--- src/design/hdlf_pkg.sv ---
// Shared types and constant tables for the H.264 deblocking line filter.
// Used by hdlf_core and h264_deblock_line_filter; depends on nothing else.
package hdlf_pkg;

  localparam int QP_MAX = 51;
  localparam int NUM_IDX = QP_MAX + 1;

  // Configuration register indexes.
  localparam logic CFG_ALPHA_ADJ = 1'b0;
  localparam logic CFG_BETA_ADJ  = 1'b1;

  localparam int BS_STRONG = 4;

  typedef struct packed {
    logic [7:0] p3;
    logic [7:0] p2;
    logic [7:0] p1;
    logic [7:0] p0;
    logic [7:0] q0;
    logic [7:0] q1;
    logic [7:0] q2;
    logic [7:0] q3;
    logic [2:0] bs;
    logic [5:0] qp_p;
    logic [5:0] qp_q;
    logic       is_chroma;
  } line_t;

  typedef struct packed {
    logic [7:0] p2;
    logic [7:0] p1;
    logic [7:0] p0;
    logic [7:0] q0;
    logic [7:0] q1;
    logic [7:0] q2;
    logic       filtered;
  } result_t;

  localparam logic [7:0] ALPHA_TAB [NUM_IDX] = '{
    8'd0, 8'd0, 8'd0, 8'd0, 8'd0, 8'd0, 8'd0, 8'd0,
    8'd0, 8'd0, 8'd0, 8'd0, 8'd0, 8'd0, 8'd0, 8'd0,
    8'd4, 8'd4, 8'd5, 8'd6, 8'd7, 8'd8, 8'd9, 8'd10,
    8'd12, 8'd13, 8'd15, 8'd17, 8'd20, 8'd22, 8'd25, 8'd28,
    8'd32, 8'd36, 8'd40, 8'd45, 8'd50, 8'd56, 8'd63, 8'd71,
    8'd80, 8'd90, 8'd101, 8'd113, 8'd127, 8'd144, 8'd162, 8'd182,
    8'd203, 8'd226, 8'd255, 8'd255
  };

  localparam logic [4:0] BETA_TAB [NUM_IDX] = '{
    5'd0, 5'd0, 5'd0, 5'd0, 5'd0, 5'd0, 5'd0, 5'd0,
    5'd0, 5'd0, 5'd0, 5'd0, 5'd0, 5'd0, 5'd0, 5'd0,
    5'd2, 5'd2, 5'd2, 5'd3, 5'd3, 5'd3, 5'd3, 5'd4,
    5'd4, 5'd4, 5'd6, 5'd6, 5'd7, 5'd7, 5'd8, 5'd8,
    5'd9, 5'd9, 5'd10, 5'd10, 5'd11, 5'd11, 5'd12, 5'd12,
    5'd13, 5'd13, 5'd14, 5'd14, 5'd15, 5'd15, 5'd16, 5'd16,
    5'd17, 5'd17, 5'd18, 5'd18
  };

  localparam logic [4:0] TC0_TAB [NUM_IDX][3] = '{
    '{5'd0, 5'd0, 5'd0}, '{5'd0, 5'd0, 5'd0}, '{5'd0, 5'd0, 5'd0}, '{5'd0, 5'd0, 5'd0},
    '{5'd0, 5'd0, 5'd0}, '{5'd0, 5'd0, 5'd0}, '{5'd0, 5'd0, 5'd0}, '{5'd0, 5'd0, 5'd0},
    '{5'd0, 5'd0, 5'd0}, '{5'd0, 5'd0, 5'd0}, '{5'd0, 5'd0, 5'd0}, '{5'd0, 5'd0, 5'd0},
    '{5'd0, 5'd0, 5'd0}, '{5'd0, 5'd0, 5'd0}, '{5'd0, 5'd0, 5'd0}, '{5'd0, 5'd0, 5'd0},
    '{5'd0, 5'd0, 5'd0}, '{5'd0, 5'd0, 5'd1}, '{5'd0, 5'd0, 5'd1}, '{5'd0, 5'd0, 5'd1},
    '{5'd0, 5'd0, 5'd1}, '{5'd0, 5'd1, 5'd1}, '{5'd0, 5'd1, 5'd1}, '{5'd1, 5'd1, 5'd1},
    '{5'd1, 5'd1, 5'd1}, '{5'd1, 5'd1, 5'd1}, '{5'd1, 5'd1, 5'd1}, '{5'd1, 5'd1, 5'd2},
    '{5'd1, 5'd1, 5'd2}, '{5'd1, 5'd1, 5'd2}, '{5'd1, 5'd1, 5'd2}, '{5'd1, 5'd2, 5'd3},
    '{5'd1, 5'd2, 5'd3}, '{5'd2, 5'd2, 5'd3}, '{5'd2, 5'd2, 5'd4}, '{5'd2, 5'd3, 5'd4},
    '{5'd2, 5'd3, 5'd4}, '{5'd3, 5'd3, 5'd5}, '{5'd3, 5'd4, 5'd6}, '{5'd3, 5'd4, 5'd6},
    '{5'd4, 5'd5, 5'd7}, '{5'd4, 5'd5, 5'd8}, '{5'd4, 5'd6, 5'd9}, '{5'd5, 5'd7, 5'd10},
    '{5'd6, 5'd8, 5'd11}, '{5'd6, 5'd8, 5'd13}, '{5'd7, 5'd10, 5'd14}, '{5'd8, 5'd11, 5'd16},
    '{5'd9, 5'd12, 5'd18}, '{5'd10, 5'd13, 5'd20}, '{5'd11, 5'd15, 5'd23},
    '{5'd13, 5'd17, 5'd25}
  };

endpackage

--- src/design/hdlf_core.sv ---
// Combinational filter for one line of samples across a block edge.
// Depends on hdlf_pkg for the line and result types and the threshold tables.
module hdlf_core (
  input  hdlf_pkg::line_t     line,
  input  logic signed [4:0]   alpha_adj,
  input  logic signed [4:0]   beta_adj,
  output hdlf_pkg::result_t   res
);

  function automatic logic [5:0] clip_idx(input logic signed [7:0] v);
    logic [5:0] r;
    if (v < 8'sd0) r = 6'd0;
    else if (v > 8'(hdlf_pkg::QP_MAX)) r = 6'(hdlf_pkg::QP_MAX);
    else r = v[5:0];
    return r;
  endfunction

  function automatic logic [7:0] absd(input logic [7:0] a, input logic [7:0] b);
    return (a > b) ? a - b : b - a;
  endfunction

  function automatic logic signed [11:0] clip_tc(input logic signed [11:0] v,
                                                 input logic [4:0] lim);
    logic signed [11:0] hi;
    logic signed [11:0] r;
    hi = $signed({7'd0, lim});
    if (v > hi) r = hi;
    else if (v < -hi) r = -hi;
    else r = v;
    return r;
  endfunction

  function automatic logic [7:0] sat8(input logic signed [11:0] v);
    logic [7:0] r;
    if (v < 12'sd0) r = 8'd0;
    else if (v > 12'sd255) r = 8'd255;
    else r = v[7:0];
    return r;
  endfunction

  function automatic logic signed [11:0] sx(input logic [7:0] v);
    return $signed({4'd0, v});
  endfunction

  function automatic logic [10:0] ux(input logic [7:0] v);
    return {3'd0, v};
  endfunction

  logic [6:0]         qp_sum;
  logic [5:0]         qp_avg;
  logic signed [7:0]  ia_raw;
  logic signed [7:0]  ib_raw;
  logic [5:0]         ia;
  logic [5:0]         ib;
  logic [7:0]         alpha;
  logic [4:0]         beta;
  logic [7:0]         d_p0q0;
  logic [7:0]         d_p1p0;
  logic [7:0]         d_q1q0;
  logic [7:0]         d_p2p0;
  logic [7:0]         d_q2q0;
  logic               edge_ok;
  logic               bs_full;
  logic               narrow;
  logic               ap;
  logic               aq;
  logic [1:0]         bs_sel;
  logic [4:0]         tc0;
  logic [4:0]         tc;
  logic [10:0]        sum_p0;
  logic [10:0]        sum_p1;
  logic [10:0]        sum_p2;
  logic [10:0]        sum_q0;
  logic [10:0]        sum_q1;
  logic [10:0]        sum_q2;
  logic [10:0]        sum_p0w;
  logic [10:0]        sum_q0w;
  logic [8:0]         avg;
  logic signed [11:0] dsum;
  logic signed [11:0] delta;
  logic signed [11:0] tp;
  logic signed [11:0] tq;
  logic signed [11:0] dp1;
  logic signed [11:0] dq1;

  always_comb begin
    qp_sum = {1'b0, line.qp_p} + {1'b0, line.qp_q} + 7'd1;
    qp_avg = qp_sum[6:1];
    ia_raw = $signed({2'b00, qp_avg}) + {{3{alpha_adj[4]}}, alpha_adj};
    ib_raw = $signed({2'b00, qp_avg}) + {{3{beta_adj[4]}}, beta_adj};
    ia = clip_idx(ia_raw);
    ib = clip_idx(ib_raw);
    alpha = hdlf_pkg::ALPHA_TAB[ia];
    beta = hdlf_pkg::BETA_TAB[ib];

    d_p0q0 = absd(line.p0, line.q0);
    d_p1p0 = absd(line.p1, line.p0);
    d_q1q0 = absd(line.q1, line.q0);
    d_p2p0 = absd(line.p2, line.p0);
    d_q2q0 = absd(line.q2, line.q0);

    edge_ok = (line.bs != 3'd0) && (alpha != 8'd0) && (beta != 5'd0) &&
              (d_p0q0 < alpha) && (d_p1p0 < {3'd0, beta}) && (d_q1q0 < {3'd0, beta});
    bs_full = line.bs >= 3'(hdlf_pkg::BS_STRONG);
    narrow = {1'b0, d_p0q0} < ({3'd0, alpha[7:2]} + 9'd2);
    ap = d_p2p0 < {3'd0, beta};
    aq = d_q2q0 < {3'd0, beta};

    sum_p0 = ux(line.p2) + (ux(line.p1) << 1) + (ux(line.p0) << 1) + (ux(line.q0) << 1)
           + ux(line.q1) + 11'd4;
    sum_p1 = ux(line.p2) + ux(line.p1) + ux(line.p0) + ux(line.q0) + 11'd2;
    sum_p2 = (ux(line.p3) << 1) + ux(line.p2) * 11'd3 + ux(line.p1) + ux(line.p0)
           + ux(line.q0) + 11'd4;
    sum_q0 = ux(line.q2) + (ux(line.q1) << 1) + (ux(line.q0) << 1) + (ux(line.p0) << 1)
           + ux(line.p1) + 11'd4;
    sum_q1 = ux(line.q2) + ux(line.q1) + ux(line.q0) + ux(line.p0) + 11'd2;
    sum_q2 = (ux(line.q3) << 1) + ux(line.q2) * 11'd3 + ux(line.q1) + ux(line.q0)
           + ux(line.p0) + 11'd4;
    sum_p0w = (ux(line.p1) << 1) + ux(line.p0) + ux(line.q1) + 11'd2;
    sum_q0w = (ux(line.q1) << 1) + ux(line.q0) + ux(line.p1) + 11'd2;

    bs_sel = line.bs[1:0] - 2'd1;
    tc0 = (line.bs[1:0] == 2'd0) ? 5'd0 : hdlf_pkg::TC0_TAB[ia][bs_sel];
    if (line.is_chroma) tc = tc0 + 5'd1;
    else tc = tc0 + {4'd0, ap} + {4'd0, aq};

    avg = ({1'b0, line.p0} + {1'b0, line.q0} + 9'd1);
    tp = sx(line.p2) + $signed({4'd0, avg[8:1]}) - (sx(line.p1) <<< 1);
    tq = sx(line.q2) + $signed({4'd0, avg[8:1]}) - (sx(line.q1) <<< 1);
    dp1 = clip_tc(tp >>> 1, tc0);
    dq1 = clip_tc(tq >>> 1, tc0);
    dsum = ((sx(line.q0) - sx(line.p0)) <<< 2) + (sx(line.p1) - sx(line.q1)) + 12'sd4;
    delta = clip_tc(dsum >>> 3, tc);

    res.p2 = line.p2;
    res.p1 = line.p1;
    res.p0 = line.p0;
    res.q0 = line.q0;
    res.q1 = line.q1;
    res.q2 = line.q2;
    res.filtered = edge_ok;

    if (edge_ok) begin
      if (bs_full) begin
        if (line.is_chroma) begin
          res.p0 = sum_p0w[9:2];
          res.q0 = sum_q0w[9:2];
        end else begin
          if (ap && narrow) begin
            res.p0 = sum_p0[10:3];
            res.p1 = sum_p1[9:2];
            res.p2 = sum_p2[10:3];
          end else begin
            res.p0 = sum_p0w[9:2];
          end
          if (aq && narrow) begin
            res.q0 = sum_q0[10:3];
            res.q1 = sum_q1[9:2];
            res.q2 = sum_q2[10:3];
          end else begin
            res.q0 = sum_q0w[9:2];
          end
        end
      end else begin
        res.p0 = sat8(sx(line.p0) + delta);
        res.q0 = sat8(sx(line.q0) - delta);
        if (!line.is_chroma && ap) res.p1 = sat8(sx(line.p1) + dp1);
        if (!line.is_chroma && aq) res.q1 = sat8(sx(line.q1) + dq1);
      end
    end
  end

endmodule

--- src/design/h264_deblock_line_filter.sv ---
// Top level of the H.264 deblocking line filter: handshake, input and result
// registers, and the offset registers. Depends on hdlf_pkg and hdlf_core.

// The block takes one line of eight samples per clock while in_ready is high and
// returns one result word per line, in order. A line is held in the input register
// while the filter logic works on it, and its result is loaded into the output
// register, with out_valid set, once that register is empty or being taken. While a
// result waits for out_ready the block accepts one more line into the input
// register and then holds in_ready low until the output drains. The offsets are
// written through cfg_we, cfg_index and cfg_data and should only change while no
// line is in flight.
module h264_deblock_line_filter (
  input  logic       clk,
  input  logic       rst,
  input  logic       cfg_we,
  input  logic       cfg_index,
  input  logic [4:0] cfg_data,
  input  logic       in_valid,
  output logic       in_ready,
  input  logic [7:0] p3_in,
  input  logic [7:0] p2_in,
  input  logic [7:0] p1_in,
  input  logic [7:0] p0_in,
  input  logic [7:0] q0_in,
  input  logic [7:0] q1_in,
  input  logic [7:0] q2_in,
  input  logic [7:0] q3_in,
  input  logic [2:0] bs,
  input  logic [5:0] qp_p,
  input  logic [5:0] qp_q,
  input  logic       is_chroma,
  output logic       out_valid,
  input  logic       out_ready,
  output logic [7:0] p2_out,
  output logic [7:0] p1_out,
  output logic [7:0] p0_out,
  output logic [7:0] q0_out,
  output logic [7:0] q1_out,
  output logic [7:0] q2_out,
  output logic       filtered
);

  logic signed [4:0]   alpha_adj;
  logic signed [4:0]   beta_adj;
  hdlf_pkg::line_t     in_word;
  hdlf_pkg::line_t     stg;
  logic                stg_valid;
  hdlf_pkg::result_t   res;
  hdlf_pkg::result_t   out_r;
  logic                out_load;

  assign in_word = '{p3: p3_in, p2: p2_in, p1: p1_in, p0: p0_in,
                     q0: q0_in, q1: q1_in, q2: q2_in, q3: q3_in,
                     bs: bs, qp_p: qp_p, qp_q: qp_q, is_chroma: is_chroma};

  assign out_load = stg_valid && (!out_valid || out_ready);
  assign in_ready = !stg_valid || out_load;

  hdlf_core u_core (
    .line      (stg),
    .alpha_adj (alpha_adj),
    .beta_adj  (beta_adj),
    .res       (res)
  );

  always_ff @(posedge clk) begin
    if (rst) begin
      stg_valid <= 1'b0;
      out_valid <= 1'b0;
      alpha_adj <= 5'sd0;
      beta_adj <= 5'sd0;
    end else begin
      if (in_ready) stg_valid <= in_valid;
      if (out_load) out_valid <= 1'b1;
      else if (out_ready) out_valid <= 1'b0;
      if (cfg_we) begin
        unique case (cfg_index)
          hdlf_pkg::CFG_ALPHA_ADJ: alpha_adj <= $signed(cfg_data);
          hdlf_pkg::CFG_BETA_ADJ:  beta_adj <= $signed(cfg_data);
          default: ;
        endcase
      end
    end
  end

  always_ff @(posedge clk) begin
    if (in_valid && in_ready) stg <= in_word;
    if (out_load) out_r <= res;
  end

  assign p2_out = out_r.p2;
  assign p1_out = out_r.p1;
  assign p0_out = out_r.p0;
  assign q0_out = out_r.q0;
  assign q1_out = out_r.q1;
  assign q2_out = out_r.q2;
  assign filtered = out_r.filtered;

  a_accept_lands: assert property (@(posedge clk) disable iff (rst)
    in_valid && in_ready |=> stg_valid)
    else $error("Accepted word did not reach the input register.");

  a_ready_low_only_full: assert property (@(posedge clk) disable iff (rst)
    !in_ready |-> stg_valid && out_valid && !out_ready)
    else $error("Input stalled without a full pipeline.");

  a_stalled_word_holds: assert property (@(posedge clk) disable iff (rst)
    stg_valid && out_valid && !out_ready |=> stg_valid && $stable(stg))
    else $error("Input register changed while the output stalled.");

  a_no_bs_no_filter: assert property (@(posedge clk) disable iff (rst)
    stg_valid && stg.bs == 3'd0 |-> !res.filtered)
    else $error("Line with zero strength was filtered.");

  a_chroma_outer_kept: assert property (@(posedge clk) disable iff (rst)
    stg_valid && stg.is_chroma |-> res.p1 == stg.p1 && res.q1 == stg.q1 &&
                                   res.p2 == stg.p2 && res.q2 == stg.q2)
    else $error("Chroma line changed a sample other than p0 or q0.");

endmodule
--- config.mk ---
export PLATFORM = sky130hd
export DESIGN_NAME = h264_deblock_line_filter
export DESIGN_NICKNAME = d
export VERILOG_FILES = /design/src/design/hdlf_pkg.sv /design/src/design/hdlf_core.sv /design/src/design/h264_deblock_line_filter.sv
export SDC_FILE = /design/constraint.sdc
export NUM_CORES = 1
export LEC_CHECK = 0
export ABC_CLOCK_PERIOD_IN_PS = 11100
export BUFFER_PORTS_ARGS = -buffer_cell sky130_fd_sc_hd__buf_4
export CORE_MARGIN = 2
export CORE_UTILIZATION = 58
export CTS_CLUSTER_DIAMETER = 80
export DETAILED_ROUTE_END_ITERATION = 6
export PLACE_DENSITY = 0.85
export SYNTH_ARGS = -nofsm -noshare
export SYNTH_HDL_FRONTEND = slang
export SYNTH_SLANG_ARGS = --single-unit
--- constraint.sdc ---
create_clock -name clk -period 11.1 [get_ports clk]
set_input_delay 0.555 -clock clk [delete_from_list [all_inputs] [get_ports clk]]
set_output_delay 0.555 -clock clk [all_outputs]
set_load 0.02 [all_outputs]
Word level (Yosys, flattened, before mapping):

Memories as Yosys holds them, arrays and structs flattened.
Cells that the tools add are included.

* flip-flop bits (word level): 141
* latch bits: 0
* RAM bits: 0
* ROM bits: 1792
* output and inout port bits: 51
* memories: 3

Memory list
* (no name shown): words 64, bits a word 15, rd ports 1, clocked after Yosys merged registers in 0, wr ports 0, RTL line hdlf_core.sv:123 `tc0 = (line.bs[1:0] == 2'd0) ? 5'd0 : hdlf_pkg::TC0_TAB[ia][bs_sel];`
* (no name shown): words 64, bits a word 8, rd ports 1, clocked after Yosys merged registers in 0, wr ports 0, RTL line hdlf_core.sv:93 `alpha = hdlf_pkg::ALPHA_TAB[ia];`
* (no name shown): words 64, bits a word 5, rd ports 1, clocked after Yosys merged registers in 0, wr ports 0, RTL line hdlf_core.sv:94 `beta = hdlf_pkg::BETA_TAB[ib];`

* add/sub/neg operators: 69
* multiply operators: 2
* divide/modulo/power cells: 0
* $lt $le $gt $ge: 33
* equal/unequal tests: 0
* shifts and indexed selects: 0
* mux-type cells: 49
* bitwise logic cells: 4
* reduce and logical (&&, ||, !) cells: 23

Operators with widths (number)
* 8-bit 2-to-1 mux: 21
* 11-bit by 8-bit adder with 11-bit output: 8
* 16-bit 2-to-1 mux: 5
* 8-bit subtractor: 10
* 12-bit 2-to-1 mux: 6
* 10-bit by 8-bit adder with 10-bit output: 6
* 12-bit by 9-bit > comparator with 1-bit output (second input constant): 4
* 12-bit by 1-bit less-than comparator with 1-bit output (second input constant): 4
* 48-bit 2-to-1 mux: 1
* 8-bit by 8-bit adder with 9-bit output: 5
* 11-bit by 3-bit adder with 11-bit output (second input constant): 4
* 11-bit by 9-bit adder with 11-bit output: 4
* 10-bit by 2-bit adder with 10-bit output (second input constant): 4
* 8-bit > comparator: 5
* 9-bit by 12-bit adder with 12-bit output: 3
* 8-bit by 5-bit less-than comparator with 1-bit output: 4
* 32-bit 2-to-1 mux: 1
* 15-bit 2-to-1 mux: 2
* 5-bit 2-to-1 mux: 6
* 11-bit by 12-bit less-than comparator with 1-bit output: 2
* 6-bit 2-to-1 mux: 4
* 5-bit negation with 12-bit output: 2
* 9-bit by 10-bit adder with 11-bit output: 2
* 11-bit by 6-bit > comparator with 1-bit output: 2
* 38 further kinds: 65

Longest topological paths before layout:

* word-level depth: 27
* depth in mapped cells: 63
* gate-level depth less buffers: 59

Cells and area by module:

A second synthesis with hierarchy kept.

* cell total of the unflattened synthesis: 2556
* area total of the unflattened synthesis: 23477.5 um^2

By module, submodules not included
* hdlf_core: times used 1, cells an instance 2378, area each 19083.3 um^2, sequential area each 0.0 um^2
* h264_deblock_line_filter: times used 1, cells an instance 178, area each 4394.2 um^2, sequential area each 4113.9 um^2

Worst setup path after synthesis:

Ideal clock, no wire load.

* path type: register to register
* start: register stg[7] (netlist bit)
* end: register out_r, in the netlist p0_out[2], data pin
* library setup time: 131 ps
* arrival time: 11213 ps
* data required time: 10969 ps
* slack: -244 ps
* stages on the path, launching flop included: 57
* path buffers: 4
* path through: edfxtp_1 nor2_1 fa_1 inv_1 ha_1 inv_1 fa_1 nand2b_1 a21o_1 xnor2_1 clkbuf_1 nand3_1 nand2_1 nor2_1 o22ai_1 inv_1 ha_1 clkbuf_1 (+21 left out) clkbuf_1 nor2_1 nand2_1 o21ai_0 ha_1 fa_1 a21o_1 a21o_1 a21o_1 a21oi_1 nor2b_1 o21ai_0 nand2b_1 o211a_1 or3_4 o311ai_4 a21o_1 a31o_1

RTL lines
* start: declaration: RTL line h264_deblock_line_filter.sv:46 `hdlf_pkg::line_t stg;`
* start signal: assignment: RTL line h264_deblock_line_filter.sv:87 `if (in_valid && in_ready) stg <= in_word;`
* end signal: assignment: RTL line h264_deblock_line_filter.sv:88 `if (out_load) out_r <= res;`
* end: declaration: RTL line h264_deblock_line_filter.sv:49 `hdlf_pkg::result_t out_r;`

==> impl_results.rst <==
.. list-table::
   :header-rows: 1

   * - Metric
     - Value
   * - Setup violations, final
     - 0
   * - Area grow syn2layout
     - 15.9%
   * - Number of distinct library cells after synthesis
     - approximately 100
   * - Pre-antenna DRT Iters
     - 6
   * - Quantity of hold-fixing buffers added after cts
     - 0
   * - Floorplan Core Area
     - between 40000 and 50000 µm²
   * - Endpoint of the lowest-slack register-to-register path
     - p0_out[2]$_DFFE_PP_
   * - First-pass GRT wire length
     - between 100 and 150 mm
   * - Slack of the worst reg-to-reg path
     - 0.15 ns
   * - Number of cells produced by synthesis
     - approximately 2700
   * - Worst hold slack after final layout
     - roughly 0.22 ns
   * - Unrepaired setup endpoints after global routing
     - true
   * - Flip-flop cell with the highest count after synthesis
     - sky130_fd_sc_hd__edfxtp_1
   * - Final Wtd Congestion
     - ~1.1
   * - Iter 0 DRT Violations
     - around 2400
   * - End point of the most critical hold path
     - stg[54]$_DFFE_PP_
   * - Clock Skews
     - slightly above 0.04 ns
   * - Worst Hold Path Cells
     - 1
   * - Fraction of registers with async set/reset
     - 0%
   * - Max Slew Vio Count
     - 0
   * - Cell with the most instances after synthesis
     - sky130_fd_sc_hd__ha_1
   * - Total wire length
     - approximately 86 mm
   * - Pin count of the biggest net entering global routing
     - 50
   * - Vias in the first global route
     - 22100
   * - Die span in x
     - approximately 210 µm
   * - Number of H-tree levels
     - 4
   * - Skew-Pair Late Insertion Delay
     - 0.50 ns
   * - Clock period minus final worst setup slack
     - between 10 and 15 ns
   * - Half-perimeter wire length of the detailed placement result
     - about 68 mm
   * - Post-route clock period utilization
     - between 90% and 100%
   * - Starting density of the core
     - between 50% and 60%
   * - Path type of the worst setup path
     - flip-flop to flip-flop
   * - Cell depth of the worst flop-to-flop path
     - 50
   * - Most area-consuming cells after synthesis
     - sky130_fd_sc_hd__ha_1 (22%), sky130_fd_sc_hd__edfxtp_1 (16%), sky130_fd_sc_hd__fa_1 (13%)
   * - Antenna Violating Nets Remaining
     - 0
   * - Max_cap viols
     - 0
   * - Sequential fraction of the synthesis area
     - roughly 17%
   * - Fill cells
     - 3230
   * - Clock buffers created by TritonCTS
     - 17
   * - Clock Tree Root
     - sky130_fd_sc_hd__clkbuf_16
   * - Cell taking the most area after synthesis
     - sky130_fd_sc_hd__ha_1
   * - Classification of the worst-slack hold path
     - input pin to flip-flop
   * - Transition at the pin with the smallest max-transition slack
     - 1.06 ns
   * - Total via count in the routed design
     - about 23000
   * - Share of final-layout standard cells stronger than drive strength 1
     - between 15 and 20%
   * - Number of antenna violations at the first check in global routing
     - 2
   * - Number of enable flip-flop cells after synthesis
     - between 100 and 150
   * - Accumulated negative setup slack
     - 0 ns
   * - Arrival time worst endpoint
     - 11.29 ns
   * - Largest buffer count on any clock path
     - 2
   * - Proportion of netlist area held by the largest area contributor
     - 21.5%
   * - Routed len/inst
     - about 25 µm
   * - Number of synthesis warnings
     - 0
   * - Maximum clock frequency
     - just over 90 MHz
   * - FF+latch count, synth
     - ~140
   * - Clock sink count
     - around 140
   * - Ports
     - ~140
   * - Category of the worst setup path launch point
     - flip-flop
   * - Leakage power total
     - 12.9 nW
   * - Total power divided by cell area
     - between 200 and 300 nW/µm²
   * - List of most frequent post-synthesis cells
     - sky130_fd_sc_hd__ha_1 (414), sky130_fd_sc_hd__inv_1 (286), sky130_fd_sc_hd__a21oi_1 (188), sky130_fd_sc_hd__nor2_1 (188), sky130_fd_sc_hd__fa_1 (152)
   * - Post-Syn Nets
     - 3337
   * - Maximum resistive drop on vdd
     - 0.388 mV
   * - Nature of the critical path endpoint
     - flip-flop
   * - GRT Resource Usage Total
     - slightly below 40%
   * - Clock slew seen by the registers of the worst setup and hold paths
     - about 0.070 ns
   * - Status
     - finished, final reports clean
   * - Rows
     - 74
   * - Final routed DRC violation total
     - 0
   * - Number of hold violations in the final report
     - 0
   * - Hold Path Origin
     - p0_in[6]
   * - Max-slew headroom at the worst pin
     - 28.9%
   * - Critical register-to-register path startpoint
     - stg[1]$_DFFE_PP_
   * - Mean post-synth cell area
     - roughly 9.0 µm²
   * - Biggest fanout along the worst timing path
     - 8
   * - DIE HEIGHT
     - just over 200 µm
   * - Req. time, crit path
     - between 10 and 15 ns
   * - Slowest Stage Delay on Critical Path
     - approximately 0.53 ns
   * - Final nets
     - 3600
   * - Library cell contributing the largest single delay on the critical path
     - sky130_fd_sc_hd__o41ai_1
   * - Port Buf Inserts
     - around 140
   * - GRT overflow
     - 0
   * - Clock tree from TritonCTS
     - yes
   * - Post-synthesis cell area
     - between 20000 and 25000 µm²
   * - Die area
     - 43100 µm²
   * - Routed via count divided by cell count
     - 6.46
repair_timing:
action                                  in CTS  in global routing
resized for setup                           15                 97
pin swaps                                    1                 48
buffers inserted                             0                 27
endpoints found under the setup margin      16                 32
sequential cells by signal, indices dropped and copies added (netlist names):
register   count
stg           80
p0_out         8
p1_out         8
p2_out         8
q0_out         8
q1_out         8
q2_out         8
alpha_adj      5
beta_adj       5
filtered       1
out_valid      1
stg_valid      1
cell usage in the layout (no fill, tap or decap), types with 19 or more instances in the layout:
| master | count |
|---|---|
| sky130_fd_sc_hd__a21o_1 | 86 |
| sky130_fd_sc_hd__a21oi_1 | 179 |
| sky130_fd_sc_hd__buf_4 | 310 |
| sky130_fd_sc_hd__edfxtp_1 | 129 |
| sky130_fd_sc_hd__fa_1 | 147 |
| sky130_fd_sc_hd__ha_1 | 397 |
| sky130_fd_sc_hd__inv_1 | 282 |
| sky130_fd_sc_hd__mux2_2 | 19 |
| sky130_fd_sc_hd__mux2i_1 | 43 |
| sky130_fd_sc_hd__nand2_1 | 124 |
| sky130_fd_sc_hd__nand2b_1 | 37 |
| sky130_fd_sc_hd__nand3_1 | 45 |
| sky130_fd_sc_hd__nand4_1 | 22 |
| sky130_fd_sc_hd__nor2_1 | 184 |
| sky130_fd_sc_hd__nor2b_1 | 56 |
| sky130_fd_sc_hd__nor3_1 | 46 |
| sky130_fd_sc_hd__o211ai_1 | 35 |
| sky130_fd_sc_hd__o21a_1 | 47 |
| sky130_fd_sc_hd__o21ai_0 | 101 |
| sky130_fd_sc_hd__o21ai_1 | 37 |
| sky130_fd_sc_hd__o21bai_1 | 27 |
| sky130_fd_sc_hd__o22ai_1 | 22 |
| sky130_fd_sc_hd__xnor2_1 | 102 |
| sky130_fd_sc_hd__xor2_1 | 54 |
layout make-up:
type | count | area [µm²] | share of cell area (%)
sequential | 141 | 4110 | 14.7
multi-input combinational | 2178 | 19100 | 68.5
clock buffer | 19 | 433 | 1.55
antenna | 1 | 2.50 | 0.00897
timing repair buffer | 313 | 2360 | 8.46
clock inverter | 13 | 118 | 0.422
tap | 532 | 666 | 2.39
inverter | 292 | 1100 | 3.94
through the flow:
step / cells / setup WS (ns) / utilization (%) / cell area (µm²) / power [mW]
finish: 3489 / 0.146 / 68.2 / 27900 / 7.38
global route: 3488 / -0.314 / 68.2 / 27900 / 7.99
global placement: 3429 / -0.00909 / 65.1 / 26600 / 6.13
floorplan: 2680 / 0.0354 / - / 24100 / 4.75
detailed placement: 3429 / -0.317 / 65.1 / 26600 / 6.31
CTS: 3461 / 0.00354 / 66.6 / 27200 / 6.94
worst max-delay path by stage:
stage	startpoint	to	slack (ns)	depth (start not counted)
after floorplan	stg[7]$_DFFE_PP_	p0_out[2]$_DFFE_PP_	0.04	56
after global placement	stg[2]$_DFFE_PP_	p0_out[2]$_DFFE_PP_	-0.009	53
after detailed placement	stg[2]$_DFFE_PP_	p0_out[2]$_DFFE_PP_	-0.32	53
after CTS	stg[2]$_DFFE_PP_	p1_out[6]$_DFFE_PP_	0.004	55
after global routing	stg[1]$_DFFE_PP_	p0_out[2]$_DFFE_PP_	-0.31	52
final	stg[1]$_DFFE_PP_	p0_out[2]$_DFFE_PP_	0.15	50
logic make-up after synthesis:
group           after synthesis  share of synthesized area [%]
fa+ha+maj                   566                           34.2
flops                       141                           17.1
buf+inv                     361                           5.77
simple gates                627                           13.0
compound gates              755                           21.1
mux                          67                           2.97
xor+xnor                    163                           5.96
critical path: cells and delay by family (launching register included):
| kind | cells | cell delay (ns) |
|---|---|---|
| AO/OA/AOI/OAI | 18 | 4.20 |
| XOR/XNOR | 2 | 0.32 |
| adder cells (fa/ha/maj) | 9 | 2.68 |
| buffers and inverters | 8 | 0.85 |
| flip-flops | 1 | 0.41 |
| multiplexers | 1 | 0.08 |
| AND/OR/NAND/NOR | 12 | 2.25 |
per-layer routing:
| metal | global-route usage, % | share of wire [%] | up-vias |
|---|---|---|---|
| met1 | 50.7 | 40 | 10900 |
| li1 | - | - | 10100 |
| met5 | 0 | 0 | - |
| met4 | 19.8 | 5.8 | 0 |
| met3 | 9.77 | 10 | 288 |
| met2 | 60.7 | 44 | 1246 |
report_power, final:
group	internal (mW)	switching, mW	total, mW
Sequential	0.614	0.0228	0.637
Clock	0.307	0.255	0.562
Combinational	2.68	3.49	6.18
Power figures use the tool's default switching activity.
